[config.mk]
export PLATFORM = sky130hd
export DESIGN_NAME = angle_bias_kalman_filter
export DESIGN_NICKNAME = d
export VERILOG_FILES = /design/src/design/abkf_pkg.sv /design/src/design/abkf_datapath.sv /design/src/design/abkf_ctrl.sv /design/src/design/angle_bias_kalman_filter.sv
export SDC_FILE = /design/constraint.sdc
export NUM_CORES = 2
export LEC_CHECK = 0
export ABC_AREA = 1
export BUFFER_PORTS_ARGS = -buffer_cell sky130_fd_sc_hd__buf_2
export CAP_MARGIN = 30
export CORE_ASPECT_RATIO = 0.7
export CORE_UTILIZATION = 39
export CTS_BUF_LIST = sky130_fd_sc_hd__clkbuf_4 sky130_fd_sc_hd__clkbuf_8
export DETAILED_ROUTE_END_ITERATION = 12
export SYNTH_ARGS = -nofsm -noshare
export SYNTH_HDL_FRONTEND = slang
export SYNTH_SLANG_ARGS = --single-unit
[constraint.sdc]
create_clock -name clk_i -period 12.4 [get_ports clk_i]
set_clock_uncertainty 0.05 [all_clocks]
set_input_delay 1.24 -clock clk_i [delete_from_list [all_inputs] [get_ports clk_i]]
set_output_delay 1.24 -clock clk_i [all_outputs]
set_load 0.01 [all_outputs]
[src/design/abkf_pkg.sv]
`default_nettype none
package abkf_pkg;

  localparam int unsigned DataWidth = 32;
  localparam int unsigned FracBits  = 24;
  localparam int unsigned DivSteps  = DataWidth + FracBits;
  localparam int unsigned DivCntW   = $clog2(DivSteps + 1);

  typedef logic signed [DataWidth-1:0] data_t;

  // Configuration register indexes.
  localparam logic [1:0] RegStepTime     = 2'd0;
  localparam logic [1:0] RegAngleNoise   = 2'd1;
  localparam logic [1:0] RegBiasNoise    = 2'd2;
  localparam logic [1:0] RegMeasureNoise = 2'd3;

  // Operand selects for the shared multiplier.
  typedef enum logic [3:0] {
    MulRateDt,   // (rate - bias) * dt
    MulD00Dt,
    MulD01Dt,
    MulQbDt,
    MulK0Err,
    MulK1Err,
    MulK0Paa,
    MulK0Pab,
    MulK1Paa,
    MulK1Pab
  } mul_sel_e;

  // Controller states.
  typedef enum logic [4:0] {
    StIdle,
    StPredA,    // angle product
    StPredAW,   // angle update, d00 product
    StPredP0,   // cov_aa update, d01 product
    StPredP1,   // cov_ab, cov_ba update, qb product
    StPredP2,   // cov_bb update
    StDiv0Go,
    StDiv0,
    StDiv1Go,
    StDiv1,
    StCorA,     // k0*err
    StCorAW,
    StCorB,
    StCorBW,
    StCov0,
    StCov0W,
    StCov1,
    StCov1W,
    StCov2,
    StCov2W,
    StCov3,
    StCov3W,
    StOut
  } state_e;

  // Commands from controller to datapath.
  typedef struct packed {
    logic     load_in;
    logic     mul_go;
    mul_sel_e mul_sel;
    logic     wr_angle_pred;
    logic     wr_paa_pred;
    logic     wr_pab_pred;
    logic     wr_pbb_pred;
    logic     div_start;
    logic     div_num_ba;
    logic     wr_k0;
    logic     wr_k1;
    logic     wr_angle_cor;
    logic     wr_bias_cor;
    logic     wr_paa_cor;
    logic     wr_pab_cor;
    logic     wr_pba_cor;
    logic     wr_pbb_cor;
  } cmd_t;

  // Status from datapath to controller.
  typedef struct packed {
    logic div_done;
  } stat_t;

  localparam data_t DataMax = {1'b0, {(DataWidth-1){1'b1}}};
  localparam data_t DataMin = {1'b1, {(DataWidth-1){1'b0}}};

  // Saturating add and subtract.
  function automatic data_t add_sat(data_t a, data_t b);
    logic signed [DataWidth:0] s;
    s = {a[DataWidth-1], a} + {b[DataWidth-1], b};
    if (s[DataWidth] != s[DataWidth-1]) begin
      add_sat = s[DataWidth] ? DataMin : DataMax;
    end else begin
      add_sat = s[DataWidth-1:0];
    end
  endfunction

  function automatic data_t sub_sat(data_t a, data_t b);
    logic signed [DataWidth:0] s;
    s = {a[DataWidth-1], a} - {b[DataWidth-1], b};
    if (s[DataWidth] != s[DataWidth-1]) begin
      sub_sat = s[DataWidth] ? DataMin : DataMax;
    end else begin
      sub_sat = s[DataWidth-1:0];
    end
  endfunction

endpackage
`default_nettype wire

[src/design/abkf_datapath.sv]
`default_nettype none
module abkf_datapath (
  input  wire logic                           clk_i,
  input  wire logic                           rst_ni,
  input  wire abkf_pkg::cmd_t                 cmd_i,
  output abkf_pkg::stat_t                     stat_o,
  input  wire logic signed [31:0]             rate_sample_i,
  input  wire logic signed [31:0]             angle_measure_i,
  input  wire logic [24:0]                    step_time_i,
  input  wire logic [24:0]                    angle_noise_i,
  input  wire logic [24:0]                    bias_noise_i,
  input  wire logic [30:0]                    measure_noise_i,
  output abkf_pkg::data_t                     angle_o,
  output abkf_pkg::data_t                     bias_o
);
  import abkf_pkg::*;

  localparam int unsigned MagW  = DataWidth;          // magnitude, fits 2^(W-1)
  localparam int unsigned ProdW = 2 * MagW;
  localparam int unsigned NumW  = DataWidth + FracBits;

  // Filter state.
  data_t angle_q, bias_q, paa_q, pab_q, pba_q, pbb_q;
  data_t rate_q, meas_q, k0_q, k1_q, err_q;

  // Registers widened to data; all fit below the data maximum.
  data_t dt, qa, qb, rn;
  assign dt = data_t'({{(DataWidth-25){1'b0}}, step_time_i});
  assign qa = data_t'({{(DataWidth-25){1'b0}}, angle_noise_i});
  assign qb = data_t'({{(DataWidth-25){1'b0}}, bias_noise_i});
  assign rn = data_t'({{(DataWidth-31){1'b0}}, measure_noise_i});

  // Operand selection for the shared multiplier.
  data_t op_a, op_b;
  always_comb begin
    op_a = k0_q;
    op_b = err_q;
    unique case (cmd_i.mul_sel)
      MulRateDt: begin op_a = sub_sat(rate_q, bias_q); op_b = dt; end
      MulD00Dt:  begin op_a = sub_sat(sub_sat(qa, pab_q), pba_q); op_b = dt; end
      MulD01Dt:  begin
        op_a = (pbb_q == DataMin) ? DataMax : -pbb_q;
        op_b = dt;
      end
      MulQbDt:   begin op_a = qb; op_b = dt; end
      MulK0Err:  begin op_a = k0_q; op_b = err_q; end
      MulK1Err:  begin op_a = k1_q; op_b = err_q; end
      MulK0Paa:  begin op_a = k0_q; op_b = paa_q; end
      MulK0Pab:  begin op_a = k0_q; op_b = pab_q; end
      MulK1Paa:  begin op_a = k1_q; op_b = paa_q; end
      MulK1Pab:  begin op_a = k1_q; op_b = pab_q; end
      default:   begin op_a = k0_q; op_b = err_q; end
    endcase
  end

  // Multiplier: magnitudes registered product, then round and saturate.
  logic [MagW-1:0]  mag_a, mag_b;
  logic [ProdW-1:0] prod_q;
  logic             prod_neg_q;
  assign mag_a = op_a[DataWidth-1] ? MagW'(-op_a) : MagW'(op_a);
  assign mag_b = op_b[DataWidth-1] ? MagW'(-op_b) : MagW'(op_b);

  always_ff @(posedge clk_i) begin
    if (cmd_i.mul_go) begin
      prod_q     <= mag_a * mag_b;
      prod_neg_q <= op_a[DataWidth-1] ^ op_b[DataWidth-1];
    end
  end

  logic [ProdW:0]   prod_rnd;
  logic [ProdW-FracBits:0] prod_sh;
  data_t            mul_res;
  assign prod_rnd = {1'b0, prod_q} + ((ProdW+1)'(1) << (FracBits - 1));
  assign prod_sh  = prod_rnd[ProdW:FracBits];
  always_comb begin
    if (prod_neg_q) begin
      if (prod_sh > (ProdW-FracBits+1)'(DataMin[DataWidth-1:0] & {1'b1, {(DataWidth-1){1'b0}}}))
        mul_res = DataMin;
      else
        mul_res = data_t'(-prod_sh[DataWidth-1:0]);
    end else begin
      if (prod_sh > (ProdW-FracBits+1)'(DataMax))
        mul_res = DataMax;
      else
        mul_res = data_t'(prod_sh[DataWidth-1:0]);
    end
  end

  // Denominator and divider, one quotient bit a cycle.
  data_t e_val;
  assign e_val = add_sat(rn, paa_q);

  logic [MagW-1:0]    div_den_q;
  logic [NumW-1:0]    div_num_q;
  logic [MagW:0]      div_rem_q;
  logic [DataWidth:0] div_quo_q;
  logic               div_neg_q, div_zero_q, div_busy_q;
  logic [DivCntW-1:0] div_cnt_q;

  data_t div_numer;
  assign div_numer = cmd_i.div_num_ba ? pba_q : paa_q;

  logic [MagW+1:0] rem_sh;
  logic [MagW+1:0] rem_sub;
  logic [DataWidth+1:0] quo_sh;
  logic [DataWidth:0] quo_nx;
  assign rem_sh  = {div_rem_q, div_num_q[NumW-1]};
  assign rem_sub = rem_sh - {2'b00, div_den_q};
  assign quo_sh  = {div_quo_q, ~rem_sub[MagW+1]};
  // Quotient is held at 2^W, which is reached only once and stays.
  assign quo_nx  = (quo_sh > (DataWidth+2)'({1'b1, {DataWidth{1'b0}}})) ?
                   {1'b1, {DataWidth{1'b0}}} : quo_sh[DataWidth:0];

  always_ff @(posedge clk_i or negedge rst_ni) begin
    if (!rst_ni) begin
      div_busy_q <= 1'b0;
      div_cnt_q  <= '0;
    end else if (cmd_i.div_start) begin
      div_busy_q <= 1'b1;
      div_cnt_q  <= DivCntW'(DivSteps);
    end else if (div_busy_q) begin
      div_cnt_q <= div_cnt_q - 1'b1;
      if (div_cnt_q == DivCntW'(1)) div_busy_q <= 1'b0;
    end
  end

  always_ff @(posedge clk_i) begin
    if (cmd_i.div_start) begin
      div_den_q  <= e_val[DataWidth-1] ? MagW'(-e_val) : MagW'(e_val);
      div_num_q  <= {(div_numer[DataWidth-1] ? MagW'(-div_numer) : MagW'(div_numer)),
                     {FracBits{1'b0}}};
      div_rem_q  <= '0;
      div_quo_q  <= '0;
      div_neg_q  <= div_numer[DataWidth-1] ^ e_val[DataWidth-1];
      div_zero_q <= (e_val == '0);
    end else if (div_busy_q) begin
      div_num_q <= {div_num_q[NumW-2:0], 1'b0};
      div_rem_q <= rem_sub[MagW+1] ? rem_sh[MagW:0] : rem_sub[MagW:0];
      div_quo_q <= quo_nx;
    end
  end

  assign stat_o.div_done = !div_busy_q && !cmd_i.div_start;

  data_t div_res;
  always_comb begin
    if (div_zero_q) begin
      div_res = '0;
    end else if (div_neg_q) begin
      if (div_quo_q > {1'b0, 1'b1, {(DataWidth-1){1'b0}}}) div_res = DataMin;
      else div_res = data_t'(-div_quo_q[DataWidth-1:0]);
    end else begin
      if (div_quo_q > {1'b0, DataMax}) div_res = DataMax;
      else div_res = data_t'(div_quo_q[DataWidth-1:0]);
    end
  end

  // State updates.
  always_ff @(posedge clk_i or negedge rst_ni) begin
    if (!rst_ni) begin
      angle_q <= '0;
      bias_q  <= '0;
      paa_q   <= data_t'(1) <<< FracBits;
      pab_q   <= '0;
      pba_q   <= '0;
      pbb_q   <= data_t'(1) <<< FracBits;
    end else begin
      if (cmd_i.wr_angle_pred) angle_q <= add_sat(angle_q, mul_res);
      if (cmd_i.wr_paa_pred)   paa_q   <= add_sat(paa_q, mul_res);
      if (cmd_i.wr_pab_pred) begin
        pab_q <= add_sat(pab_q, mul_res);
        pba_q <= add_sat(pba_q, mul_res);
      end
      if (cmd_i.wr_pbb_pred)   pbb_q   <= add_sat(pbb_q, mul_res);
      if (cmd_i.wr_angle_cor)  angle_q <= add_sat(angle_q, mul_res);
      if (cmd_i.wr_bias_cor)   bias_q  <= add_sat(bias_q, mul_res);
      if (cmd_i.wr_paa_cor)    paa_q   <= sub_sat(paa_q, mul_res);
      if (cmd_i.wr_pab_cor)    pab_q   <= sub_sat(pab_q, mul_res);
      if (cmd_i.wr_pba_cor)    pba_q   <= sub_sat(pba_q, mul_res);
      if (cmd_i.wr_pbb_cor)    pbb_q   <= sub_sat(pbb_q, mul_res);
    end
  end

  // Inputs, gains and innovation.
  always_ff @(posedge clk_i) begin
    if (cmd_i.load_in) begin
      rate_q <= rate_sample_i;
      meas_q <= angle_measure_i;
    end
    if (cmd_i.wr_k0) begin
      k0_q  <= div_res;
      err_q <= sub_sat(meas_q, angle_q);
    end
    if (cmd_i.wr_k1) k1_q <= div_res;
  end

  assign angle_o = angle_q;
  assign bias_o  = bias_q;

endmodule
`default_nettype wire

[src/design/abkf_ctrl.sv]
`default_nettype none
module abkf_ctrl (
  input  wire logic            clk_i,
  input  wire logic            rst_ni,
  input  wire logic            in_valid_i,
  output logic                 in_stall_o,
  output logic                 out_valid_o,
  input  wire logic            out_stall_i,
  output abkf_pkg::cmd_t       cmd_o,
  input  wire abkf_pkg::stat_t stat_i,
  output logic                 busy_o
);
  import abkf_pkg::*;

  state_e state_q, state_d;

  always_ff @(posedge clk_i or negedge rst_ni) begin
    if (!rst_ni) state_q <= StIdle;
    else         state_q <= state_d;
  end

  // Next state.
  always_comb begin
    state_d = state_q;
    unique case (state_q)
      StIdle:   if (in_valid_i) state_d = StPredA;
      StPredA:  state_d = StPredAW;
      StPredAW: state_d = StPredP0;
      StPredP0: state_d = StPredP1;
      StPredP1: state_d = StPredP2;
      StPredP2: state_d = StDiv0Go;
      StDiv0Go: state_d = StDiv0;
      StDiv0:   if (stat_i.div_done) state_d = StDiv1Go;
      StDiv1Go: state_d = StDiv1;
      StDiv1:   if (stat_i.div_done) state_d = StCorA;
      StCorA:   state_d = StCorAW;
      StCorAW:  state_d = StCorB;
      StCorB:   state_d = StCorBW;
      StCorBW:  state_d = StCov0;
      StCov0:   state_d = StCov0W;
      StCov0W:  state_d = StCov1;
      StCov1:   state_d = StCov1W;
      StCov1W:  state_d = StCov2;
      StCov2:   state_d = StCov2W;
      StCov2W:  state_d = StCov3;
      StCov3:   state_d = StCov3W;
      StCov3W:  state_d = StOut;
      StOut:    if (!out_stall_i) state_d = StIdle;
      default:  state_d = StIdle;
    endcase
  end

  // Outputs. Products of the covariance correction are all taken from the
  // old cov_aa and cov_ab before either is written back.
  always_comb begin
    cmd_o         = '0;
    cmd_o.mul_sel = MulRateDt;
    in_stall_o    = 1'b1;
    out_valid_o   = 1'b0;
    busy_o        = 1'b1;
    unique case (state_q)
      StIdle: begin
        in_stall_o    = 1'b0;
        busy_o        = 1'b0;
        cmd_o.load_in = 1'b1;
      end
      StPredA:  begin cmd_o.mul_go = 1'b1; cmd_o.mul_sel = MulRateDt; end
      StPredAW: begin
        cmd_o.wr_angle_pred = 1'b1;
        cmd_o.mul_go = 1'b1; cmd_o.mul_sel = MulD00Dt;
      end
      StPredP0: begin
        cmd_o.wr_paa_pred = 1'b1;
        cmd_o.mul_go = 1'b1; cmd_o.mul_sel = MulD01Dt;
      end
      StPredP1: begin
        cmd_o.wr_pab_pred = 1'b1;
        cmd_o.mul_go = 1'b1; cmd_o.mul_sel = MulQbDt;
      end
      StPredP2: cmd_o.wr_pbb_pred = 1'b1;
      StDiv0Go: cmd_o.div_start = 1'b1;
      StDiv0:   if (stat_i.div_done) cmd_o.wr_k0 = 1'b1;
      StDiv1Go: begin cmd_o.div_start = 1'b1; cmd_o.div_num_ba = 1'b1; end
      StDiv1:   if (stat_i.div_done) cmd_o.wr_k1 = 1'b1;
      StCorA:   begin cmd_o.mul_go = 1'b1; cmd_o.mul_sel = MulK0Err; end
      StCorAW:  begin
        cmd_o.wr_angle_cor = 1'b1;
        cmd_o.mul_go = 1'b1; cmd_o.mul_sel = MulK1Err;
      end
      StCorB:   cmd_o.wr_bias_cor = 1'b1;
      StCorBW:  begin cmd_o.mul_go = 1'b1; cmd_o.mul_sel = MulK1Paa; end
      StCov0:   cmd_o.wr_pba_cor = 1'b1;
      StCov0W:  begin cmd_o.mul_go = 1'b1; cmd_o.mul_sel = MulK1Pab; end
      StCov1:   cmd_o.wr_pbb_cor = 1'b1;
      StCov1W:  begin cmd_o.mul_go = 1'b1; cmd_o.mul_sel = MulK0Pab; end
      StCov2:   cmd_o.wr_pab_cor = 1'b1;
      StCov2W:  begin cmd_o.mul_go = 1'b1; cmd_o.mul_sel = MulK0Paa; end
      StCov3:   cmd_o.wr_paa_cor = 1'b1;
      StCov3W:  ;
      StOut:    out_valid_o = 1'b1;
      default:  ;
    endcase
  end

endmodule
`default_nettype wire

[src/design/angle_bias_kalman_filter.sv]
`default_nettype none
// Channel  | Direction | Handshake            | Payload
// in       | input     | in_valid_i/in_stall_o | rate_sample_i, angle_measure_i
// out      | output    | out_valid_o/out_stall_i | angle_estimate_o, bias_estimate_o
// cfg      | input     | cfg_valid_i/cfg_ready_o | cfg_index_i, cfg_data_i
//
// An item's processing time is set by the two gain divisions, each run
// on the one-bit-per-cycle divider, plus a shared multiplier used
// ten times. Reset loads the default registers and the initial covariance.
// The result is held until out_stall_i is low; no new item is taken meanwhile.
module angle_bias_kalman_filter (
  input  wire logic               clk_i,
  input  wire logic               rst_ni,
  input  wire logic               in_valid_i,
  output logic                    in_stall_o,
  input  wire logic signed [31:0] rate_sample_i,
  input  wire logic signed [31:0] angle_measure_i,
  output logic                    out_valid_o,
  input  wire logic               out_stall_i,
  output logic signed [31:0]      angle_estimate_o,
  output logic signed [31:0]      bias_estimate_o,
  input  wire logic               cfg_valid_i,
  output logic                    cfg_ready_o,
  input  wire logic [1:0]         cfg_index_i,
  input  wire logic [31:0]        cfg_data_i
);
  import abkf_pkg::*;

  cmd_t  cmd;
  stat_t stat;
  logic  busy;

  logic [24:0] step_time_q, angle_noise_q, bias_noise_q;
  logic [30:0] measure_noise_q;

  // Configuration registers.
  assign cfg_ready_o = 1'b1;
  always_ff @(posedge clk_i or negedge rst_ni) begin
    if (!rst_ni) begin
      step_time_q     <= 25'd83886;
      angle_noise_q   <= 25'd16777;
      bias_noise_q    <= 25'd50331;
      measure_noise_q <= 31'd8388608;
    end else if (cfg_valid_i) begin
      unique case (cfg_index_i)
        RegStepTime:     step_time_q     <= cfg_data_i[24:0];
        RegAngleNoise:   angle_noise_q   <= cfg_data_i[24:0];
        RegBiasNoise:    bias_noise_q    <= cfg_data_i[24:0];
        RegMeasureNoise: measure_noise_q <= cfg_data_i[30:0];
        default: ;
      endcase
    end
  end

  abkf_ctrl u_ctrl (
    .clk_i       (clk_i),
    .rst_ni      (rst_ni),
    .in_valid_i  (in_valid_i),
    .in_stall_o  (in_stall_o),
    .out_valid_o (out_valid_o),
    .out_stall_i (out_stall_i),
    .cmd_o       (cmd),
    .stat_i      (stat),
    .busy_o      (busy)
  );

  data_t angle_w, bias_w;

  abkf_datapath u_dp (
    .clk_i           (clk_i),
    .rst_ni          (rst_ni),
    .cmd_i           (cmd),
    .stat_o          (stat),
    .rate_sample_i   (rate_sample_i),
    .angle_measure_i (angle_measure_i),
    .step_time_i     (step_time_q),
    .angle_noise_i   (angle_noise_q),
    .bias_noise_i    (bias_noise_q),
    .measure_noise_i (measure_noise_q),
    .angle_o         (angle_w),
    .bias_o          (bias_w)
  );

  // Estimates are stable from the end of the correction until the next item.
  assign angle_estimate_o = busy ? angle_w : angle_w;
  assign bias_estimate_o  = bias_w;

endmodule
`default_nettype wire
# [After elaboration in Yosys (flattened, before gate mapping)]
# Cells that the tools add are included.
[word_totals] register_bits=667 in_bits=103
[op_classes] addsub=25 mul=1 n_lt_le_gt_ge=5 n_eq_ne=54 n_mux=89 n_bitwise=3 reduce_logical=23
[ops] operator="2-to-1 mux 32 bit" n=53
[ops] operator="adder 32 x 32 -> 33 bit" n=7
[ops] operator="subtractor 32 x 32 -> 33 bit" n=7
[ops] operator="negator 32 bit" n=7
[ops] operator="one-hot mux 32 bit (5 select lines)" n=1
[ops] operator="one-hot mux 5 bit (23 select lines)" n=1
[ops] operator="2-to-1 mux 56 bit" n=2
[ops] operator="one-hot mux 32 bit (3 select lines)" n=1
[ops] operator="2-to-1 mux 33 bit" n=2
[ops] operator="adder 64 x 24 -> 65 bit, second input constant" n=1
[ops] operator="multiplier 32 x 32 -> 64 bit" n=1
[ops] operator="one-hot mux 5 bit (10 select lines)" n=1
[ops] operator="> comparator 41 x 31 -> 1 bit, second input constant" n=1
[ops] operator="> comparator 41 x 32 -> 1 bit, second input constant" n=1
[ops] operator="== test 5 x 4 -> 1 bit, second input constant" n=8
[ops] operator="== test 5 bit, second input constant" n=7
[ops] operator="> comparator 34 x 33 -> 1 bit, second input constant" n=1
[ops] operator="subtractor 34 x 32 -> 34 bit" n=1
[ops] operator="> comparator 33 x 31 -> 1 bit, second input constant" n=1
[ops] operator="> comparator 33 x 32 -> 1 bit, second input constant" n=1
[ops] operator="subtractor 26 x 32 -> 33 bit" n=1
[ops] operator="== test 32 bit, second input constant" n=1
[ops] operator="zero test 32 bit" n=1
[ops] operator="2-to-1 mux 31 bit" n=1
[ops] operator="29 further kinds" n=91

# [Longest topological paths before layout]
[logic_depth] depth_word=11 ltp_mapped=83 depth_no_buf=80

# [Hierarchy]
# From an unflattened synthesis, not the netlist that was laid out.
[hier_totals] cells_unflattened=13124 hier_area_um2=95445.3
[by_module_without_submodules] mod="abkf_datapath" n_inst=1 cells_per_inst=12523 area_each_um2=90347.9
[by_module_without_submodules] mod="angle_bias_kalman_filter" n_inst=1 cells_per_inst=474 area_each_um2=4401.7
[by_module_without_submodules] mod="abkf_ctrl" n_inst=1 cells_per_inst=127 area_each_um2=695.7

# [Worst setup path after synthesis]
# Ideal clock, no wire load.
[synth_path] path_kind="register to register" startpoint="register angle_noise_q[0]" endpoint="register u_dp.prod_q[59], data pin" setup_ns=0.252 t_arrival_ns=12.030 required_ns=12.098 path_slack_ns=0.068 stages_incl_launch_ff=74 period_less_slack_ns=12.332 path_cell_list="dfstp_2 > inv_1 > ha_1 > inv_1 > fa_1 > nand3_1 > nand2_1 > nand2_1 > nand2_1 > nand2_1 > nand2_1 > a21oi_1 > o21ai_0 > a21boi_0 > o21ai_0 > a21boi_0 > o21ai_0 > nand2_1 > [... 38 more ...] > fa_1 > fa_1 > inv_1 > fa_1 > fa_1 > fa_1 > inv_1 > fa_1 > inv_1 > ha_1 > a21oi_1 > o21ai_0 > a21boi_0 > a21boi_0 > o221a_2 > nand2_1 > nand2_1 > nand2_1"
[synth_between] elab_chain_len=11
[synth_rtl] item="start, declared" line="angle_bias_kalman_filter.sv:33" text="logic [24:0] step_time_q, angle_noise_q, bias_noise_q;"
[synth_rtl] item="start signal, assigned" line="angle_bias_kalman_filter.sv:47" text="RegAngleNoise: angle_noise_q <= cfg_data_i[24:0];"
[synth_rtl] item="subtractor 26 x 32 -> 33 bit *" line="abkf_pkg.sv:100" text="s = {a[DataWidth-1], a} - {b[DataWidth-1], b};"
[synth_rtl] item="2-to-1 mux 32 bit or != test 1 bit (tied branches)" line="abkf_pkg.sv:102, abkf_pkg.sv:101"
[synth_rtl] item="2-to-1 mux 32 bit *" line="abkf_pkg.sv:101" text="if (s[DataWidth] != s[DataWidth-1]) begin"
[synth_rtl] item="2-to-1 mux 32 bit *" line="abkf_datapath.sv:38" text="unique case (cmd_i.mul_sel)"
[synth_rtl] item="subtractor 32 x 32 -> 33 bit *" line="abkf_pkg.sv:100"
[synth_rtl] item="2-to-1 mux 32 bit or != test 1 bit (tied branches)" line="abkf_pkg.sv:102, abkf_pkg.sv:101"
[synth_rtl] item="2-to-1 mux 32 bit *" line="abkf_pkg.sv:101"
[synth_rtl] item="one-hot mux 32 bit (5 select lines) *" line="abkf_datapath.sv:38"
[synth_rtl] item="negator 32 bit" line="abkf_datapath.sv:60" text="assign mag_a = op_a[DataWidth-1] ? MagW'(-op_a) : MagW'(op_a);"
[synth_rtl] item="2-to-1 mux 32 bit *" line="abkf_datapath.sv:60"
[synth_rtl] item="multiplier 32 x 32 -> 64 bit *" line="abkf_datapath.sv:65" text="prod_q <= mag_a * mag_b;"
[synth_rtl] item="end signal, assigned" line="abkf_datapath.sv:65"
[synth_rtl] item="end, declared" line="abkf_datapath.sv:58" text="logic [ProdW-1:0] prod_q;"
# Every way passes the cells marked *; elsewhere a longest branch is shown, timed or not. The select of a mux whose other input is x is not followed.
# A chain may end at the register's enable or synchronous reset.

# [Final worst setup path]
[layout_path] startpoint="register u_dp.pab_q[1]" endpoint="register u_dp.prod_q[59], data pin"
[layout_between] elab_chain_len=11
[layout_rtl] item="start, declared" line="abkf_datapath.sv:23" text="data_t angle_q, bias_q, paa_q, pab_q, pba_q, pbb_q;"
[layout_rtl] item="start signal, assigned" line="abkf_datapath.sv:171" text="pab_q <= add_sat(pab_q, mul_res);"
[layout_rtl] item="start signal, assigned" line="abkf_datapath.sv:178" text="if (cmd_i.wr_pab_cor) pab_q <= sub_sat(pab_q, mul_res);"
[layout_rtl] item="subtractor 26 x 32 -> 33 bit" line="abkf_pkg.sv:100"
[layout_rtl] item="2-to-1 mux 32 bit or != test 1 bit (tied branches)" line="abkf_pkg.sv:102, abkf_pkg.sv:101"
[layout_rtl] item="2-to-1 mux 32 bit" line="abkf_pkg.sv:101"
[layout_rtl] item="2-to-1 mux 32 bit" line="abkf_datapath.sv:38"
[layout_rtl] item="subtractor 32 x 32 -> 33 bit" line="abkf_pkg.sv:100"
[layout_rtl] item="2-to-1 mux 32 bit or != test 1 bit (tied branches)" line="abkf_pkg.sv:102, abkf_pkg.sv:101"
[layout_rtl] item="2-to-1 mux 32 bit" line="abkf_pkg.sv:101"
[layout_rtl] item="one-hot mux 32 bit (5 select lines)" line="abkf_datapath.sv:38"
[layout_rtl] item="negator 32 bit" line="abkf_datapath.sv:60"
[layout_rtl] item="2-to-1 mux 32 bit" line="abkf_datapath.sv:60"
[layout_rtl] item="multiplier 32 x 32 -> 64 bit *" line="abkf_datapath.sv:65"
# Marks and branches as above.

==> impl_results.md <==
* GPL Wtd Cong at 1.09
* Count of flip-flops with a built-in enable after synthesis at 268
* Synthesis Warnings at 0
* Starting density of the core at 0.394
* Worst-skew pair later-pin latency at 0.85 ns
* Kind of end point of the critical path: flop
* Util after Layout at 0.474
* Setup slack on the worst flop-to-flop path at -0.22 ns
* Post-Synthesis Net Count at 14700
* Reported max-cap violation count at 0
* Area share of the leading cell type in the synthesized netlist at 0.193
* Kind of launch point of the worst setup path: flop
* Netlist cell types at 82
* Vias in the first global route at 87400
* Max-slew violation count at 0
* Number of nets at the end of the flow at 15600
* Die X at 590 µm
* Worst Tran Pin Value at 1.15 ns
* Highest Clock Rate at 79.2 MHz
* Final HPWL DP at 348 mm
* Footprint of the flip-flops and latches at 17200 µm²
* Initial DRC count at 11400
* Cell types occupying the most area after synthesis: fa_1 19%, ha_1 10%, nand2_1 10%, inv_1 9.0%, edfxtp_1 8.5%
* Sequential-to-total area share from yosys stat at 0.182
* Die area at 244000 µm²
* Part of the cycle the worst path needs at 1.02
* Arrival @ worst endpoint at 13.16 ns
* Total wirelength of the detailed-routed design at 422 mm
* CTS Buffer Depth at 3
* Antenna violations before repair at 47
* Register with the highest flop count: u_dp.prod_q
* Height of the chip at 414 µm
* Average wire per cell in the routed design at 24.6 µm
* Clock transition at path regs at 0.07 ns
* Shortest clock period the worst path allows after layout at 12.62 ns
* Vias per inst at 5.49
* H-tree depth at 3
* Drt drc at 0
* Failing checks: negative setup slack
* Largest registers: u_dp.prod_q x41, u_dp.div_quo_q x33, u_dp.div_rem_q x33
* Remaining global-route overflow at 0
* Final Worst Setup Slack at -0.222 ns
* R2r endpoint: u_dp.prod_q[59]
* Tightest Hold Check Type: in -> async
* Pin count of the biggest net entering global routing at 117
* Flip-flop count of the largest register, all copies and words added at 41
* Most common flop cell mapped by yosys: dfrtp_1
* Ports at 170
* Gr usage total at 0.340
* Share of post-route cells with drive strength above 1 at 0.179
* Required time at the worst-slack endpoint at 12.93 ns
* Setup TNS Final at -1.85 ns
* First-pass GRT wire length at 606 mm
* Master of the slowest instance on the critical path: fa_1
* Post-synth ARST share at 0.481
* Area growth from synthesis to layout at 20.2%
* #FFs+latches synth at 644
* Count of clock tree sinks at 644
* Area of the multi-input gates at 70600 µm²
* Number of port buffers at 167
* Vias post-DR at 94200
* Worst R2R Path Depth at 66
* Hold violation total from the final report at 0
* Reg-to-Reg Start: u_dp.pab_q[1]
* Layout Cell Area excl Fill at 114000 µm²
* Unrepaired setup endpoints after global routing: true
* Max incr delay on CP at 0.55 ns
* CP Max Fanout at 6
* Std-Cell Rows at 150
* Remaining antenna violation count after routing at 0
* Clock tree from TritonCTS: built
* Number of standard cells after synthesis at 12900
* Headroom to the max-slew limit at 0.232
* Count of final setup violators at 25
* Core ar. at 240000 µm²
* Hold-fix buffer count after cts at 0
* Crit path top cell by count: nand2_1
* Post-Place Cell Area at 106000 µm²
* Number of buffers created by CTS at 106
* Outcome: complete, but fails checks
* Area leader, netlist: fa_1
* Worst setup path class: reg -> reg
* Filler cell count at 24100
* Mean instance size in the synthesized netlist at 7.33 µm²
* Number of detailed-routing iterations run before antenna repair at 8
* Post-synth design cell area at 94500 µm²
* Root Buffer Master: clkbuf_8
-- what timing repair did --
action,in CTS,in global routing
gates resized for setup,488,688
gates cloned,4,4
pin swaps,169,256
setup endpoints to repair,41,41
buffers inserted,76,52
-- per-stage QoR --
stage               hold slack (ns)  instances  worst slack (ns)
floorplan                     0.394      12900            0.0678
global route                  0.338      17100            -0.538
CTS                           0.385      17100           -0.0533
finish                        0.283      17100            -0.222
global placement              0.414      16800            -0.990
detailed placement            0.414      16800             -1.02
-- layer usage --
metal | vias up | wire [µm] | track usage
li1 | 43000 | - | -
met4 | 36 | 10900 | 0.0767
met5 | - | 586 | 0
met2 | 5104 | 153000 | 0.430
met1 | 45500 | 191000 | 0.517
met3 | 526 | 66600 | 0.144
-- cell families after synthesis --
| group | count (synthesis) | share of synthesized area |
|---|---|---|
| adders and majority gates | 1693 | 0.296 |
| muxes | 6 | 0.000715 |
| and+or+nand+nor | 4858 | 0.212 |
| xor gates and xnor gates | 612 | 0.0574 |
| buffers and inverters | 2783 | 0.114 |
| DFF | 644 | 0.182 |
| other | 1 | 0.0000397 |
| AOI/OAI and AO/OA | 2294 | 0.138 |
-- cell usage after synthesis (26+ instances only) --
cell / number
dfxtp_1: 66
nand3_1: 519
inv_2: 44
dfrtp_1: 284
nor3_1: 118
nor4_1: 55
xor2_1: 494
clkbuf_1: 290
dfstp_2: 26
o32ai_1: 32
fa_1: 911
buf_2: 117
o21ai_0: 886
o21a_1: 41
nand2_1: 2595
edfxtp_1: 268
o211ai_1: 30
ha_1: 782
nand4_1: 120
a221oi_1: 52
nor2_1: 1281
xnor2_1: 111
a22oi_1: 77
or2_2: 33
o21bai_1: 54
nand2_2: 39
a31oi_1: 40
o21ai_1: 81
a21boi_0: 34
inv_1: 2269
o22ai_1: 29
a21oi_1: 786
-- cell usage in the layout, fill, tap and decap left out, types with 54 or more instances in the layout --
| cell type | count |
|---|---|
| a21oi_1 | 692 |
| a21oi_2 | 65 |
| a22oi_1 | 77 |
| buf_2 | 170 |
| buf_4 | 986 |
| buf_6 | 78 |
| clkbuf_8 | 119 |
| dfrtp_1 | 284 |
| dfxtp_1 | 66 |
| edfxtp_1 | 268 |
| fa_1 | 857 |
| fa_2 | 54 |
| ha_1 | 717 |
| ha_4 | 62 |
| inv_1 | 2185 |
| inv_2 | 110 |
| nand2_1 | 2421 |
| nand2_2 | 146 |
| nand2_4 | 67 |
| nand3_1 | 471 |
| nand4_1 | 120 |
| nor2_1 | 1143 |
| nor2_2 | 106 |
| nor2_4 | 65 |
| nor3_1 | 110 |
| nor4_1 | 54 |
| o21ai_0 | 804 |
| o21ai_1 | 110 |
| o21ai_2 | 55 |
| o21bai_1 | 54 |
| xnor2_1 | 107 |
| xor2_1 | 477 |
-- layout make-up --
type,count,area share
Antenna cell,11,0.000242
Clock buffer,143,0.0160
Clock inverter,56,0.00580
Inverter,2329,0.0776
Multi-Input combinational cell,9464,0.621
Sequential cell,644,0.151
Tap cell,3192,0.0351
Timing Repair Buffer,1308,0.0929
-- critical path, delay by kind of cell (launching register included) --
kind | cells | cell delay (ns)
xor+xnor | 1 | 0.23
fa+ha+maj | 11 | 4.98
simple gates | 26 | 2.98
compound gates | 10 | 1.61
flops | 1 | 0.39
buf+inv | 18 | 2.10
-- how the worst max path moves through the flow --
stage                     slack (ns)  depth (start not counted)             start         endpoint
final                          -0.22                         66     u_dp.pab_q[1]  u_dp.prod_q[59]
after global routing           -0.54                         79     u_dp.pab_q[5]  u_dp.prod_q[54]
after CTS                      -0.05                         77     u_dp.pab_q[1]  u_dp.prod_q[63]
after detailed placement       -1.02                         75  angle_noise_q[0]  u_dp.prod_q[63]
after global placement         -0.99                         76  angle_noise_q[0]  u_dp.prod_q[26]
after floorplan                 0.07                         73  angle_noise_q[0]  u_dp.prod_q[59]
Power is left out: the tool's default activity adds up to more than one toggle a clock period on the data nets, which glitch-free logic cannot reach.
